**config.mk**
```make
export PLATFORM = sky130hd
export DESIGN_NAME = two_operand_decimal_calculator_top
export DESIGN_NICKNAME = d
export VERILOG_FILES = /design/src/hw/rtl/tdc_pkg.sv /design/src/hw/rtl/tdc_parser.sv /design/src/hw/rtl/tdc_alu.sv /design/src/hw/rtl/two_operand_decimal_calculator_top.sv
export VERILOG_INCLUDE_DIRS = /design/src /design/src/hw/rtl
export SDC_FILE = /design/constraint.sdc
export NUM_CORES = 1
export LEC_CHECK = 0
export ABC_AREA = 1
export ABC_CLOCK_PERIOD_IN_PS = 9200
export BUFFER_PORTS_ARGS = -buffer_cell sky130_fd_sc_hd__buf_4
export CAP_MARGIN = 20
export CORE_UTILIZATION = 31
export DETAILED_ROUTE_END_ITERATION = 12
export GPL_ROUTABILITY_DRIVEN = 0
export PLACE_DENSITY = 0.42
export SYNTH_ARGS = -nofsm -noshare
export SYNTH_HDL_FRONTEND = slang
export SYNTH_SLANG_ARGS = --single-unit
```
**constraint.sdc**
```tcl
create_clock -name clock -period 9.2 [get_ports clock]
set_input_delay 0.92 -clock clock [delete_from_list [all_inputs] [get_ports clock]]
set_output_delay 0.92 -clock clock [all_outputs]
set_load 0.03 [all_outputs]
```
**src/hw/rtl/two_operand_decimal_calculator_top_macros.svh**
```systemverilog
// assertion helpers for the calculator top level
// both sample on the rising clock edge and are off while reset is high
`ifndef TWO_OPERAND_DECIMAL_CALCULATOR_TOP_MACROS_SVH
`define TWO_OPERAND_DECIMAL_CALCULATOR_TOP_MACROS_SVH

// consequent must hold in the same cycle as the antecedent
`define TDC_ASSERT_NOW(label, ante, cons, msg) \
   label: assert property (@(posedge clock) disable iff (reset) (ante) |-> (cons)) \
      else $error(msg);

// consequent must hold in the cycle after the antecedent
`define TDC_ASSERT_NEXT(label, ante, cons, msg) \
   label: assert property (@(posedge clock) disable iff (reset) (ante) |=> (cons)) \
      else $error(msg);

`endif

```
**src/hw/rtl/tdc_pkg.sv**
```systemverilog
`default_nettype none

package tdc_pkg;

   // fixed widths of the channel fields
   localparam int RESULT_WIDTH = 32;
   localparam int CHAR_WIDTH   = 8;

   // characters the parser knows
   localparam logic [CHAR_WIDTH-1:0] CHAR_SPACE   = 8'h20;
   localparam logic [CHAR_WIDTH-1:0] CHAR_PLUS    = 8'h2B;
   localparam logic [CHAR_WIDTH-1:0] CHAR_MINUS   = 8'h2D;
   localparam logic [CHAR_WIDTH-1:0] CHAR_STAR    = 8'h2A;
   localparam logic [CHAR_WIDTH-1:0] CHAR_SLASH   = 8'h2F;
   localparam logic [CHAR_WIDTH-1:0] CHAR_PERCENT = 8'h25;
   localparam logic [CHAR_WIDTH-1:0] CHAR_ZERO    = 8'h30;
   localparam logic [CHAR_WIDTH-1:0] CHAR_NINE    = 8'h39;

   // operator codes
   typedef enum logic [2:0] {
      OP_NONE,
      OP_ADD,
      OP_SUB,
      OP_MUL,
      OP_DIV,
      OP_REM
   } tdc_op_type;

   // parser phases
   typedef enum logic [2:0] {
      PH_LEAD1,
      PH_DIG1,
      PH_MID,
      PH_LEAD2,
      PH_DIG2,
      PH_DONE
   } tdc_phase_type;

   // sequencer states of the arithmetic unit
   typedef enum logic [3:0] {
      ALU_IDLE,
      ALU_NEG_A,
      ALU_NEG_B,
      ALU_SUM,
      ALU_ABS_A,
      ALU_ABS_B,
      ALU_ITER,
      ALU_FIX,
      ALU_DONE
   } tdc_alu_state_type;

   // signs and operator handed from parser to arithmetic unit
   typedef struct packed {
      logic       first_negative;
      logic       second_negative;
      tdc_op_type op;
   } tdc_ctrl_type;

   function automatic tdc_op_type op_of(input logic [CHAR_WIDTH-1:0] c);
      tdc_op_type op;
      case (c)
         CHAR_PLUS:    op = OP_ADD;
         CHAR_MINUS:   op = OP_SUB;
         CHAR_STAR:    op = OP_MUL;
         CHAR_SLASH:   op = OP_DIV;
         CHAR_PERCENT: op = OP_REM;
         default:      op = OP_NONE;
      endcase
      return op;
   endfunction

   function automatic logic is_digit(input logic [CHAR_WIDTH-1:0] c);
      return (c >= CHAR_ZERO) && (c <= CHAR_NINE);
   endfunction

endpackage

`default_nettype wire

```
**src/hw/rtl/tdc_parser.sv**
```systemverilog
`default_nettype none

module tdc_parser
   import tdc_pkg::*;
#(
   parameter int WORD_WIDTH = 32
) (
   input  wire logic                  clock,
   input  wire logic                  reset,
   input  wire logic                  char_accept,
   input  wire logic [CHAR_WIDTH-1:0] char_code,
   input  wire logic                  end_of_line,
   output logic      [WORD_WIDTH-1:0] first_value,
   output logic      [WORD_WIDTH-1:0] second_value,
   output tdc_ctrl_type               ctrl
);

   tdc_phase_type         phase_ff, phase_in;
   logic                  first_negative_ff, first_negative_in;
   logic [WORD_WIDTH-1:0] first_value_ff, first_value_in;
   tdc_op_type            op_ff, op_in;
   logic                  second_negative_ff, second_negative_in;
   logic [WORD_WIDTH-1:0] second_value_ff, second_value_in;
   logic                  consumed;

   // value times ten plus the digit, wrapping at the word width
   function automatic logic [WORD_WIDTH-1:0] acc_digit(input logic [WORD_WIDTH-1:0] v,
                                                       input logic [CHAR_WIDTH-1:0] c);
      return (v << 3) + (v << 1) + {{(WORD_WIDTH-4){1'b0}}, c[3:0]};
   endfunction

   // phase register and operand state
   always_ff @(posedge clock) begin
      if (reset || (char_accept && end_of_line)) begin
         phase_ff           <= PH_LEAD1;
         first_negative_ff  <= 1'b0;
         first_value_ff     <= '0;
         op_ff              <= OP_NONE;
         second_negative_ff <= 1'b0;
         second_value_ff    <= '0;
      end else if (char_accept) begin
         phase_ff           <= phase_in;
         first_negative_ff  <= first_negative_in;
         first_value_ff     <= first_value_in;
         op_ff              <= op_in;
         second_negative_ff <= second_negative_in;
         second_value_ff    <= second_value_in;
      end
   end

   // one character; a phase that does not take it hands it on to the next
   always_comb begin
      phase_in           = phase_ff;
      first_negative_in  = first_negative_ff;
      first_value_in     = first_value_ff;
      op_in              = op_ff;
      second_negative_in = second_negative_ff;
      second_value_in    = second_value_ff;
      consumed           = 1'b0;

      // leading spaces and sign of the first number
      if (phase_in == PH_LEAD1) begin
         if (char_code == CHAR_SPACE) begin
            consumed = 1'b1;
         end else begin
            phase_in = PH_DIG1;
            if (char_code == CHAR_MINUS) begin
               first_negative_in = 1'b1;
               consumed          = 1'b1;
            end
         end
      end

      // digits of the first number
      if (!consumed && phase_in == PH_DIG1) begin
         if (is_digit(char_code)) begin
            first_value_in = acc_digit(first_value_ff, char_code);
            consumed       = 1'b1;
         end else begin
            phase_in = PH_MID;
         end
      end

      // spaces and operator
      if (!consumed && phase_in == PH_MID) begin
         consumed = 1'b1;
         if (char_code != CHAR_SPACE) begin
            op_in    = op_of(char_code);
            phase_in = (op_in != OP_NONE) ? PH_LEAD2 : PH_DONE;
         end
      end

      // leading spaces and sign of the second number
      if (!consumed && phase_in == PH_LEAD2) begin
         if (char_code == CHAR_SPACE) begin
            consumed = 1'b1;
         end else begin
            phase_in = PH_DIG2;
            if (char_code == CHAR_MINUS) begin
               second_negative_in = 1'b1;
               consumed           = 1'b1;
            end
         end
      end

      // digits of the second number
      if (!consumed && phase_in == PH_DIG2) begin
         if (is_digit(char_code)) begin
            second_value_in = acc_digit(second_value_ff, char_code);
         end else begin
            phase_in = PH_DONE;
         end
      end
   end

   // values after this character, used when it ends the line
   assign first_value          = first_value_in;
   assign second_value         = second_value_in;
   assign ctrl.first_negative  = first_negative_in;
   assign ctrl.second_negative = second_negative_in;
   assign ctrl.op              = op_in;

endmodule

`default_nettype wire

```
**src/hw/rtl/tdc_alu.sv**
```systemverilog
`default_nettype none

module tdc_alu
   import tdc_pkg::*;
#(
   parameter int WORD_WIDTH = 32
) (
   input  wire logic                  clock,
   input  wire logic                  reset,
   input  wire logic                  start,
   input  wire logic [WORD_WIDTH-1:0] first_value,
   input  wire logic [WORD_WIDTH-1:0] second_value,
   input  wire tdc_ctrl_type          ctrl,
   input  wire logic                  take,
   output logic                       busy,
   output logic                       done,
   output logic      [WORD_WIDTH-1:0] result
);

   localparam int CNT_WIDTH = $clog2(WORD_WIDTH + 1);

   tdc_alu_state_type     state_ff, state_in;
   tdc_op_type            op_ff, op_in;
   logic                  neg_a_ff, neg_a_in;
   logic                  neg_b_ff, neg_b_in;
   logic [WORD_WIDTH-1:0] opa_ff, opa_in;
   logic [WORD_WIDTH-1:0] opb_ff, opb_in;
   logic [WORD_WIDTH-1:0] acc_ff, acc_in;
   logic [CNT_WIDTH-1:0]  count_ff, count_in;

   // shared adder: x + y or x - y, carry out means x >= y on subtract
   logic [WORD_WIDTH:0]   add_x, add_y;
   logic                  add_sub;
   logic [WORD_WIDTH+1:0] add_sum;
   logic                  add_carry;

   assign add_sum = {1'b0, add_x} + {1'b0, add_y ^ {(WORD_WIDTH+1){add_sub}}}
                    + {{(WORD_WIDTH+1){1'b0}}, add_sub};
   assign add_carry = add_sum[WORD_WIDTH+1];

   // state register
   always_ff @(posedge clock) begin
      if (reset) begin
         state_ff <= ALU_IDLE;
      end else begin
         state_ff <= state_in;
      end
   end

   // working registers
   always_ff @(posedge clock) begin
      op_ff    <= op_in;
      neg_a_ff <= neg_a_in;
      neg_b_ff <= neg_b_in;
      opa_ff   <= opa_in;
      opb_ff   <= opb_in;
      acc_ff   <= acc_in;
      count_ff <= count_in;
   end

   // adder operands per step
   always_comb begin
      add_x   = '0;
      add_y   = '0;
      add_sub = 1'b0;
      unique case (state_ff)
         ALU_NEG_A: begin
            add_y   = {1'b0, opa_ff};
            add_sub = neg_a_ff;
         end
         ALU_NEG_B: begin
            add_y   = {1'b0, opb_ff};
            add_sub = neg_b_ff;
         end
         ALU_SUM: begin
            add_x   = {1'b0, opa_ff};
            add_y   = {1'b0, opb_ff};
            add_sub = (op_ff == OP_SUB);
         end
         ALU_ABS_A: begin
            add_y   = {1'b0, opa_ff};
            add_sub = opa_ff[WORD_WIDTH-1];
         end
         ALU_ABS_B: begin
            add_y   = {1'b0, opb_ff};
            add_sub = opb_ff[WORD_WIDTH-1];
         end
         ALU_ITER: begin
            if (op_ff == OP_MUL) begin
               add_x = {1'b0, acc_ff};
               add_y = {1'b0, opa_ff};
            end else begin
               add_x   = {acc_ff, opa_ff[WORD_WIDTH-1]};
               add_y   = {1'b0, opb_ff};
               add_sub = 1'b1;
            end
         end
         ALU_FIX: begin
            if (op_ff == OP_DIV) begin
               add_y   = {1'b0, opa_ff};
               add_sub = neg_a_ff ^ neg_b_ff;
            end else begin
               add_y   = {1'b0, acc_ff};
               add_sub = neg_a_ff;
            end
         end
         default: begin
         end
      endcase
   end

   // sequencer
   always_comb begin
      state_in = state_ff;
      op_in    = op_ff;
      neg_a_in = neg_a_ff;
      neg_b_in = neg_b_ff;
      opa_in   = opa_ff;
      opb_in   = opb_ff;
      acc_in   = acc_ff;
      count_in = count_ff;
      unique case (state_ff)
         ALU_IDLE: begin
            if (start) begin
               opa_in   = first_value;
               opb_in   = second_value;
               neg_a_in = ctrl.first_negative;
               neg_b_in = ctrl.second_negative;
               op_in    = ctrl.op;
               state_in = ALU_NEG_A;
            end
         end
         // apply the parsed signs
         ALU_NEG_A: begin
            opa_in   = add_sum[WORD_WIDTH-1:0];
            state_in = ALU_NEG_B;
         end
         ALU_NEG_B: begin
            opb_in   = add_sum[WORD_WIDTH-1:0];
            acc_in   = '0;
            count_in = CNT_WIDTH'(WORD_WIDTH);
            priority case (op_ff)
               OP_MUL:        state_in = ALU_ITER;
               OP_DIV, OP_REM: state_in = ALU_ABS_A;
               default:       state_in = ALU_SUM;
            endcase
         end
         // sum, difference or the first operand alone
         ALU_SUM: begin
            acc_in   = (op_ff == OP_NONE) ? opa_ff : add_sum[WORD_WIDTH-1:0];
            state_in = ALU_DONE;
         end
         // magnitudes for division, signs kept for the fix-up
         ALU_ABS_A: begin
            neg_a_in = opa_ff[WORD_WIDTH-1];
            opa_in   = add_sum[WORD_WIDTH-1:0];
            state_in = ALU_ABS_B;
         end
         ALU_ABS_B: begin
            neg_b_in = opb_ff[WORD_WIDTH-1];
            opb_in   = add_sum[WORD_WIDTH-1:0];
            state_in = ALU_ITER;
         end
         // one bit per cycle: shift-add multiply or restoring divide
         ALU_ITER: begin
            count_in = count_ff - CNT_WIDTH'(1);
            if (op_ff == OP_MUL) begin
               if (opb_ff[0]) begin
                  acc_in = add_sum[WORD_WIDTH-1:0];
               end
               opa_in = opa_ff << 1;
               opb_in = opb_ff >> 1;
            end else begin
               acc_in = add_carry ? add_sum[WORD_WIDTH-1:0]
                                  : {acc_ff[WORD_WIDTH-2:0], opa_ff[WORD_WIDTH-1]};
               opa_in = {opa_ff[WORD_WIDTH-2:0], add_carry};
            end
            if (count_ff == CNT_WIDTH'(1)) begin
               state_in = (op_ff == OP_MUL) ? ALU_DONE : ALU_FIX;
            end
         end
         // signed quotient or remainder, zero divisor gives zero
         ALU_FIX: begin
            acc_in   = (opb_ff == '0) ? '0 : add_sum[WORD_WIDTH-1:0];
            state_in = ALU_DONE;
         end
         ALU_DONE: begin
            if (take) begin
               state_in = ALU_IDLE;
            end
         end
         default: begin
            state_in = ALU_IDLE;
         end
      endcase
   end

   assign busy   = (state_ff != ALU_IDLE);
   assign done   = (state_ff == ALU_DONE);
   assign result = acc_ff;

endmodule

`default_nettype wire

```
**src/hw/rtl/two_operand_decimal_calculator_top.sv**
```systemverilog
// Two-operand decimal calculator.
// req channel: one ASCII character per transfer (req_char_code) with
// req_end_of_line marking the last character of an expression.
// rsp channel: one signed 32-bit rsp_result per line, sent after the
// transfer that carries req_end_of_line; other characters give no result.
// Ordinary characters are taken one per cycle and do not raise req_stall.
// After an end-of-line transfer the shared add/shift unit evaluates the
// expression and req_stall stays high until the result is in the output
// register. The signs are applied first; then one add or subtract serves
// no operator, + and -, while * runs a shift-add loop and / and % a
// restoring divide loop with a sign fix-up, one bit per cycle.
// If rsp_stall holds a previous result, characters are still taken;
// a finished evaluation waits in the unit, and input stays stalled.
// Arithmetic wraps at WORD_WIDTH bits, then is sign-extended or cut to 32.
// Synchronous reset clears the parser, the unit and the output valid.
`default_nettype none

`include "two_operand_decimal_calculator_top_macros.svh"

module two_operand_decimal_calculator_top
   import tdc_pkg::*;
#(
   parameter int WORD_WIDTH = 32
) (
   input  wire logic                           clock,
   input  wire logic                           reset,
   input  wire logic                           req_valid,
   output logic                                req_stall,
   input  wire logic        [CHAR_WIDTH-1:0]   req_char_code,
   input  wire logic                           req_end_of_line,
   output logic                                rsp_valid,
   input  wire logic                           rsp_stall,
   output logic signed      [RESULT_WIDTH-1:0] rsp_result
);

   logic                    req_accept;
   logic [WORD_WIDTH-1:0]   first_value;
   logic [WORD_WIDTH-1:0]   second_value;
   tdc_ctrl_type            ctrl;
   logic                    alu_busy;
   logic                    alu_done;
   logic [WORD_WIDTH-1:0]   alu_result;
   logic                    alu_take;
   logic                    rsp_valid_ff, rsp_valid_in;
   logic [RESULT_WIDTH-1:0] rsp_result_ff, rsp_result_in;

   assign req_stall  = alu_busy;
   assign req_accept = req_valid && !req_stall;

   tdc_parser #(
      .WORD_WIDTH(WORD_WIDTH)
   ) u_parser (
      .clock       (clock),
      .reset       (reset),
      .char_accept (req_accept),
      .char_code   (req_char_code),
      .end_of_line (req_end_of_line),
      .first_value (first_value),
      .second_value(second_value),
      .ctrl        (ctrl)
   );

   tdc_alu #(
      .WORD_WIDTH(WORD_WIDTH)
   ) u_alu (
      .clock       (clock),
      .reset       (reset),
      .start       (req_accept && req_end_of_line),
      .first_value (first_value),
      .second_value(second_value),
      .ctrl        (ctrl),
      .take        (alu_take),
      .busy        (alu_busy),
      .done        (alu_done),
      .result      (alu_result)
   );

   // fit the word to the result width
   if (WORD_WIDTH >= RESULT_WIDTH) begin : g_cut
      assign rsp_result_in = alu_result[RESULT_WIDTH-1:0];
   end else begin : g_extend
      assign rsp_result_in = {{(RESULT_WIDTH-WORD_WIDTH){alu_result[WORD_WIDTH-1]}},
                              alu_result};
   end

   // output register, loaded when empty or emptied this cycle
   assign alu_take     = alu_done && (!rsp_valid_ff || !rsp_stall);
   assign rsp_valid_in = alu_take || (rsp_valid_ff && rsp_stall);

   always_ff @(posedge clock) begin
      if (reset) begin
         rsp_valid_ff <= 1'b0;
      end else begin
         rsp_valid_ff <= rsp_valid_in;
      end
   end

   always_ff @(posedge clock) begin
      if (alu_take) begin
         rsp_result_ff <= rsp_result_in;
      end
   end

   assign rsp_valid  = rsp_valid_ff;
   assign rsp_result = rsp_result_ff;

   // checks
   `TDC_ASSERT_NEXT(a_eol_starts_unit, req_accept && req_end_of_line, alu_busy, "end of line did not start evaluation")
   `TDC_ASSERT_NEXT(a_char_no_result, req_accept && !req_end_of_line && !rsp_valid, !rsp_valid, "result without end of line")
   `TDC_ASSERT_NEXT(a_done_waits, alu_done && rsp_valid && rsp_stall, alu_done && $stable(alu_result), "finished result lost while output full")
   `TDC_ASSERT_NOW(a_rsp_from_unit, $rose(rsp_valid), $past(alu_done), "output valid without finished evaluation")

endmodule

`default_nettype wire

```
==> impl_metrics.yaml, run 1 <==
worst_setup_path:
  critical_path.startpoint_type: "flop"
  critical_path_buf_inv_count: 6
  worst_setup_path_end_kind: "flop"
  cp_data_arrival_time_ns: 6.80
  max_stage_delay_ns: 0.97
  cp_top_family: "buffers and inverters"
  crit_path_top_delay_cell: "clkinv_1"
  crit_top_cell: "nand2_1"
  worst-r2r-setup-slack_ns: 2.72
  timing_worst_setup_path_type: "reg -> reg"
  crit_path_max_fanout: 50
  worst_ep_required_time_ns: 9.53
timing:
  finalWorstPathRequiredPeriod_ns: 6.48
  rsz_0062_raised_after_global_routing: "false"
  clock-skew-final_ns: 0.0224
  worst_slew_margin_rel_pct: 26.6
  hold_viol_final: 0
  fmax_mhz: 154
  timing.final.max_slew_violations: 0
  setup_tns_ns: 0
  fin_crit_sh_pct: 70.4
  final-setup-viol-count: 0
  worst-slew-pin-transition_ns: 1.09
  holdWs_ns: 0.462
synthesis:
  synth_cells: 2667
  synthesized_area_fraction_occupied_by_ao_oa_aoi_and_oai_cells_pct: 21.5
  netlist_top_cells_area: "edfxtp_1 (22%), nand2_1 (12%), ha_1 (9.9%)"
  synth.cells.most_frequent: "nand2_1 (617), inv_1 (347), o21ai_0 (252)"
  post_synth_fa_ha_maj_area_fraction_pct: 10.5
  total_nets_after_synthesis: 2834
  netlist_area_um2: 18800
  synthMostInstantiatedCell: "nand2_1"
  yosysTopAreaCellShare_pct: 22.2
  synth_top_flop_cell: "edfxtp_1"
  synth-warning-count: 0
  async_reset_ff_share_pct: 0
  ys_seq_elements: 216
  synth_enable_flop_cells: 139
  sequential_area_share_after_synthesis_pct: 30.4
  post-synth-top-area-cell: "edfxtp_1"
  postSynthAreaPerCell_um2: 7.04
  synth_simple_gate_area_share_pct: 24.5
  synth_top_family_by_area: "simple AND/OR/NAND/NOR gates"
  synthDistinctLibCells: 54
  multiplexer_share_of_the_synthesized_area_pct: 0
  post_synth_xor_xnor_area_pct: 3.82
layout:
  final_core_utilization_pct: 35.2
  n_fill_cell: 6466
  multiInputGateArea_um2: 11400
  finish.net_count: 2842
  layout-drive-gt1-share_pct: 7.04
  num_antenna_cells: 0
  register_area_um2: 5720
  areaGrowthSynthToFinish_pct: 11.5
  finish.instance_area_um2: 20900
floorplanning:
  placeableCoreArea_um2: 59500
  io_pins: 47
  floorplan.die.width_um: 248
  floorplan.rows: 89
  die_area_um2: 61600
  chipHeight_um: 248
  initial_utilization_pct: 31.6
global_route:
  antenna_found_initial: 0
  largest_net_degree_at_the_start_of_global_routing: 77
  first_global_vias: 17900
  grt_pass1_wl_um: 110000
  track_usage_pct: 23.2
  global_route.overflow_total: 0
clocking:
  clk_pin_slew_worst_paths_ns: 0.06
  later_pin_clock_latency_in_the_skew_report_ns: 0.59
  cts_num_sinks: 216
  clock_path_buffers: 3
  tritoncts.num_buffers: 29
  cts-htree-levels: 1
  cts_hold_buf: 0
  tritoncts: "yes"
  post-cts-setup-buffers: 0
  cts-resized-gates: 0
  clock-root-buffer: "clkbuf_16"
route:
  detail_route.wl_per_cell_um: 20.8
  remaining_drc_errors: 0
  drt_pre_antenna_iters: 5
  vias_per_cell: 5.39
  drt-initial-drc-count: 1429
  drt-total-wl_um: 72200
  total_via_count_after_detailed_routing: 18700
  ant_nets: 0
run_status:
  status: "finished clean"
pwr:
  p_per_area_nw_per_um2: 167
  max-vdd-ir-drop_mv: 0.137
  p_leak_nw: 9.68
place:
  post_dp_cell_area_um2: 19900
  place.detailed.hpwl_um: 55300
  io_buffer_count: 46
flow_run:
  max-cap-violations: 0
worst_hold_path:
  min_path_type: "reg -> reg"
## final timing paths
path                                                               from                                 endpoint  cells after the start
worst min register to register  u_parser.first_negative_ff$_SDFFE_PP0P_  u_parser.first_negative_ff$_SDFFE_PP0P_                      2
worst max register to register                 u_alu.op_ff[2]$_DFFE_PP_               u_alu.result[19]$_DFFE_PP_                     25
worst min-delay path            u_parser.first_negative_ff$_SDFFE_PP0P_  u_parser.first_negative_ff$_SDFFE_PP0P_                      2
worst max-delay path                           u_alu.op_ff[2]$_DFFE_PP_               u_alu.result[19]$_DFFE_PP_                     25
## flip-flops by register name, summed over array words and instances (netlist names)
name and flops:
u_alu.op_ff 3, rsp_valid 1, u_alu.neg_b_ff 1, u_parser.second_value_ff 32
u_alu.result 32, u_alu.opa_ff 32, u_parser.first_value_ff 32, rsp_result 32
u_alu.count_ff 6, u_parser.op_ff 3, u_alu.state_ff 4, u_parser.phase_ff 3
u_alu.neg_a_ff 1, u_parser.second_negative_ff 1, u_parser.first_negative_ff 1, u_alu.opb_ff 32
## cell families (layout without fill, tap and decap cells)
family	after synthesis	count (layout)
and+or+nand+nor	1081	1081
xor gates and xnor gates	81	81
buffers and inverters	454	485
adders and majority gates	154	154
AOI/OAI and AO/OA	681	681
DFF	216	216
## per-layer routing
layer | global-route usage [%] | vias to the layer above | routed length, um
met4 | 5.06 | 0 | 1410
met2 | 37.9 | 479 | 32500
met1 | 33.1 | 9021 | 34900
li1 | - | 9141 | -
met3 | 1.94 | 72 | 3400
met5 | 0 | - | 0
## stage by stage
stage	setup WS [ns]	power [mW]	instances
final	2.72	3.49	3471
after global routing	2.34	3.68	3471
after CTS	2.84	3.52	3470
after detailed placement	2.89	2.33	3416
after global placement	3.13	2.33	3415
after floorplan	4.95	1.95	2667
## report_power, final
group / leakage, nW / internal (mW) / switching, mW
registers: 1.95 / 1.17 / 0.130
clock network: 0.480 / 0.703 / 0.464
logic: 7.25 / 0.306 / 0.721
## worst reg2reg max path: stages (launching register included)
cell      delay (ns)
edfxtp_1        0.44
inv_1           0.13
nand3_2         0.19
nand3_1         0.15
inv_1           0.33
nor2_1          0.47
clkinv_1        0.98
a22oi_1         0.43
o21ai_0         0.17
xor2_1          0.20
ha_1            0.37
a21oi_1         0.22
o21ai_0         0.10
o21bai_1        0.19
a21oi_1         0.16
o21ai_2         0.11
nand2_1         0.10
inv_2           0.04
nor2_4          0.22
nand2_4         0.37
inv_2           0.47
nand2_1         0.11
nand2_1         0.08
inv_1           0.04
o21ai_1         0.06
nand2_1         0.06
## cell type report
class	count	share of cell area [%]
clock buffer	46	4.16
clock inverter	8	0.496
inverter	359	6.43
multi-input combinational	1997	54.4
sequential	216	27.3
tap	773	4.62
timing repair buffer	72	2.64
## cells in the final DEF (no fill, tap or decap), types with 4 or more instances in the layout
| master | count |
|---|---|
| nand2_1 | 616 |
| inv_1 | 346 |
| o21ai_0 | 252 |
| a21oi_1 | 178 |
| nor2_1 | 162 |
| nand3_1 | 162 |
| ha_1 | 149 |
| edfxtp_1 | 139 |
| dfxtp_1 | 77 |
| buf_4 | 71 |
| o21bai_1 | 47 |
| nand4_1 | 44 |
| o221ai_1 | 42 |
| xor2_1 | 42 |
| xnor2_1 | 38 |
| a22oi_1 | 38 |
| o211ai_1 | 33 |
| clkbuf_16 | 30 |
| o21ai_1 | 29 |
| nor3_1 | 26 |
| or2_2 | 24 |
| a21o_1 | 12 |
| nor2_2 | 10 |
| inv_2 | 10 |
| clkbuf_1 | 10 |
| nor4_1 | 9 |
| nand3b_1 | 8 |
| o22ai_1 | 8 |
| nand2_2 | 7 |
| a31oi_1 | 7 |
| clkbuf_8 | 6 |
| nor2_4 | 5 |
| o21a_1 | 5 |
| fa_1 | 5 |
| o211ai_2 | 4 |
| a211oi_1 | 4 |
| a21boi_0 | 4 |
(Power assumes the default switching activity.)
==> run 2, diff against run 1 <==
--- a/config.mk
+++ b/config.mk
@@ -6,14 +6,14 @@
 export SDC_FILE = /design/constraint.sdc
 export NUM_CORES = 1
 export LEC_CHECK = 0
-export ABC_AREA = 1
-export ABC_CLOCK_PERIOD_IN_PS = 9200
+export ABC_AREA = 0
+export ABC_CLOCK_PERIOD_IN_PS = 5800
 export BUFFER_PORTS_ARGS = -buffer_cell sky130_fd_sc_hd__buf_4
 export CAP_MARGIN = 20
 export CORE_UTILIZATION = 31
 export DETAILED_ROUTE_END_ITERATION = 12
 export GPL_ROUTABILITY_DRIVEN = 0
-export PLACE_DENSITY = 0.42
+export PLACE_DENSITY = 0.44
 export SYNTH_ARGS = -nofsm -noshare
 export SYNTH_HDL_FRONTEND = slang
 export SYNTH_SLANG_ARGS = --single-unit
==> constraint.sdc (replaced) <==
create_clock -name clock -period 5.8 [get_ports clock]
set_input_delay 0.58 -clock clock [delete_from_list [all_inputs] [get_ports clock]]
set_output_delay 0.58 -clock clock [all_outputs]
set_load 0.03 [all_outputs]
==> impl_metrics.yaml, run 2 <==
run_status:
  status: "finished clean"
clocking:
  cts_hold_buf: 0
  cts_num_sinks: 216
  clock_path_buffers: 3
  tritoncts.num_buffers: 26
  later_pin_clock_latency_in_the_skew_report_ns: 0.57
  clock-root-buffer: "clkbuf_16"
  post-cts-setup-buffers: 0
  clk_pin_slew_worst_paths_ns: 0.06
  cts-htree-levels: 1
  tritoncts: "yes"
synthesis:
  total_nets_after_synthesis: 2105
  synth_top_flop_cell: "edfxtp_1"
  async_reset_ff_share_pct: 0
  netlist_top_cells_area: "edfxtp_1 (25%), ha_1 (11%), dfxtp_1 (9.1%)"
  postSynthAreaPerCell_um2: 8.77
  synth_cells: 1938
  synth.cells.most_frequent: "nand2_1 (248), a21oi_1 (179), ha_1 (149), nor2_1 (149), edfxtp_1 (139)"
  sequential_area_share_after_synthesis_pct: 33.6
  synthMostInstantiatedCell: "nand2_1"
  yosysTopAreaCellShare_pct: 24.6
  netlist_area_um2: 17000
  ys_seq_elements: 216
  synth_enable_flop_cells: 139
  synthDistinctLibCells: 82
  synth-warning-count: 0
  post-synth-top-area-cell: "edfxtp_1"
layout:
  num_antenna_cells: 0
  layout.cells.most_common: "nand2_1"
  mostFrequentLayoutCells: "nand2_1 (247), a21oi_1 (176), ha_1 (149)"
  multiInputGateArea_um2: 10700
  finish.net_count: 2121
  areaGrowthSynthToFinish_pct: 13.1
  n_fill_cell: 5449
  layout-drive-gt1-share_pct: 9.12
  register_area_um2: 5720
route:
  total_via_count_after_detailed_routing: 15400
  remaining_drc_errors: 0
  detail_route.wl_per_cell_um: 21.9
  vias_per_cell: 5.75
  drt_pre_antenna_iters: 8
  drt-total-wl_um: 58500
  drt-initial-drc-count: 1327
  ant_nets: 0
floorplanning:
  placeableCoreArea_um2: 54000
  chipHeight_um: 236
  io_pins: 47
  floorplan.rows: 85
  floorplan.die.width_um: 236
  die_area_um2: 55800
  initial_utilization_pct: 31.5
worst_setup_path:
  crit_path_top_delay_cell: "a2111oi_0"
  worst_setup_path_end_kind: "flop"
  critical_path_buf_inv_count: 2
  cp_data_arrival_time_ns: 5.86
  cp_top_family: "compound AO/OA/AOI/OAI gates"
  crit_chain: "nand2b_1, o32a_1, o221ai_1, or2_2, buf_12, xnor2_1, ha_1, a21oi_1, o21ai_0, a2111oi_0, o2111ai_1, nand2_2, o21ai_0, xnor2_1, buf_4, nor2_1, a211o_1"
  worst_ep_required_time_ns: 6.10
  timing_worst_setup_path_type: "reg -> reg"
  crit_path_max_fanout: 23
  critical_path.startpoint_type: "flop"
  max_stage_delay_ns: 0.64
timing:
  hold_viol_final: 0
  final-setup-viol-count: 0
  fmax_mhz: 180
  worst-slew-pin-transition_ns: 1.12
  rsz_0062_raised_after_global_routing: "false"
  holdWs_ns: 0.235
  fin_crit_sh_pct: 95.9
  timing.final.max_slew_violations: 0
  clock-skew-final_ns: 0.0240
  setup_tns_ns: 0
  finalWorstPathRequiredPeriod_ns: 5.56
  worst_slew_margin_rel_pct: 24.4
pwr:
  max-vdd-ir-drop_mv: 0.175
  p_leak_nw: 7.67
  power.total_mw: 4.33
  p_per_area_nw_per_um2: 225
global_route:
  first_global_vias: 14600
  antenna_found_initial: 0
  global_route.overflow_total: 0
  largest_net_degree_at_the_start_of_global_routing: 48
  grt_pass1_wl_um: 89800
  track_usage_pct: 20.6
place:
  io_buffer_count: 46
  place.detailed.hpwl_um: 44200
worst_hold_path:
  min_path_type: "in -> reg"
flow_run:
  max-cap-violations: 0
-- run 2: changes by cell type after synthesis, sizes merged, moves of 39 or more --
cell	previous run	this run
mux2i	0	68
xnor2	38	78
a21o	12	51
o21ai	283	137
nand3	165	32
nand2	624	248
inv	356	49
-- run 2: repair_timing --
| item | CTS | global route |
|---|---|---|
| cloned | 0 | 0 |
| gates resized for setup | 2 | 1 |
| hold endpoints to repair | 0 | 0 |
| setup endpoints to repair | 2 | 3 |
-- run 2: layout make-up --
class                   instances  area share (%)
clock buffers                  38            3.89
clock inverters                10           0.677
inverters                      49           0.957
multi-input cells            1561            55.9
flip-flops and latches        216            29.8
well taps                     696            4.53
repair buffers                100            4.34
-- run 2: kinds of logic after synthesis --
group                      count (synthesis)  share of synthesized area [%]
xor gates and xnor gates                 113                           5.82
and+or+nand+nor                          579                           15.4
muxes                                     79                           4.73
buffers and inverters                    161                           3.71
DFF                                      216                           33.6
AOI/OAI and AO/OA                        636                           25.2
adders and majority gates                154                           11.6
-- run 2: path summary, 6_finish.rpt --
path / start / slack (ns) / end / cells after the start
worst max-delay path: u_alu.state_ff[0]$_SDFFE_PP0P_ / 0.24 / u_alu.opa_ff[31]$_DFFE_PP_ / 17
worst min-delay path: reset / 0.24 / u_alu.state_ff[2]$_SDFFE_PP0P_ / 2
worst max register to register: u_alu.state_ff[0]$_SDFFE_PP0P_ / 0.24 / u_alu.opa_ff[31]$_DFFE_PP_ / 17
worst min register to register: u_parser.op_ff[2]$_SDFFE_PP0P_ / 0.46 / u_parser.op_ff[2]$_SDFFE_PP0P_ / 2
-- run 2: per-layer routing --
metal | vias up | GRT usage (%) | routed length [um] | part of all wire, %
met4 | 0 | 5.86 | 1410 | 2.4
met1 | 7429 | 29.5 | 27700 | 47
met2 | 485 | 32.7 | 26100 | 45
met3 | 70 | 2.04 | 3360 | 5.7
li1 | 7366 | - | - | -
met5 | - | 0 | 0 | 0
-- run 2: report_power, final --
part           internal (mW)  switching [mW]  total [mW]
clock network           1.02           0.702        1.73
logic                  0.270           0.498       0.768
registers               1.72           0.115        1.84
-- run 2: stage by stage --
step	utilization (%)	setup slack (ns)	instances	cell area (um2)
after CTS	35.5	0.220	2669	19200
after global routing	35.6	0.0512	2670	19200
final	35.6	0.239	2670	19200
after floorplan	-	0.578	1938	17000
after global placement	33.9	0.0247	2621	18300
after detailed placement	33.9	0.0211	2621	18300
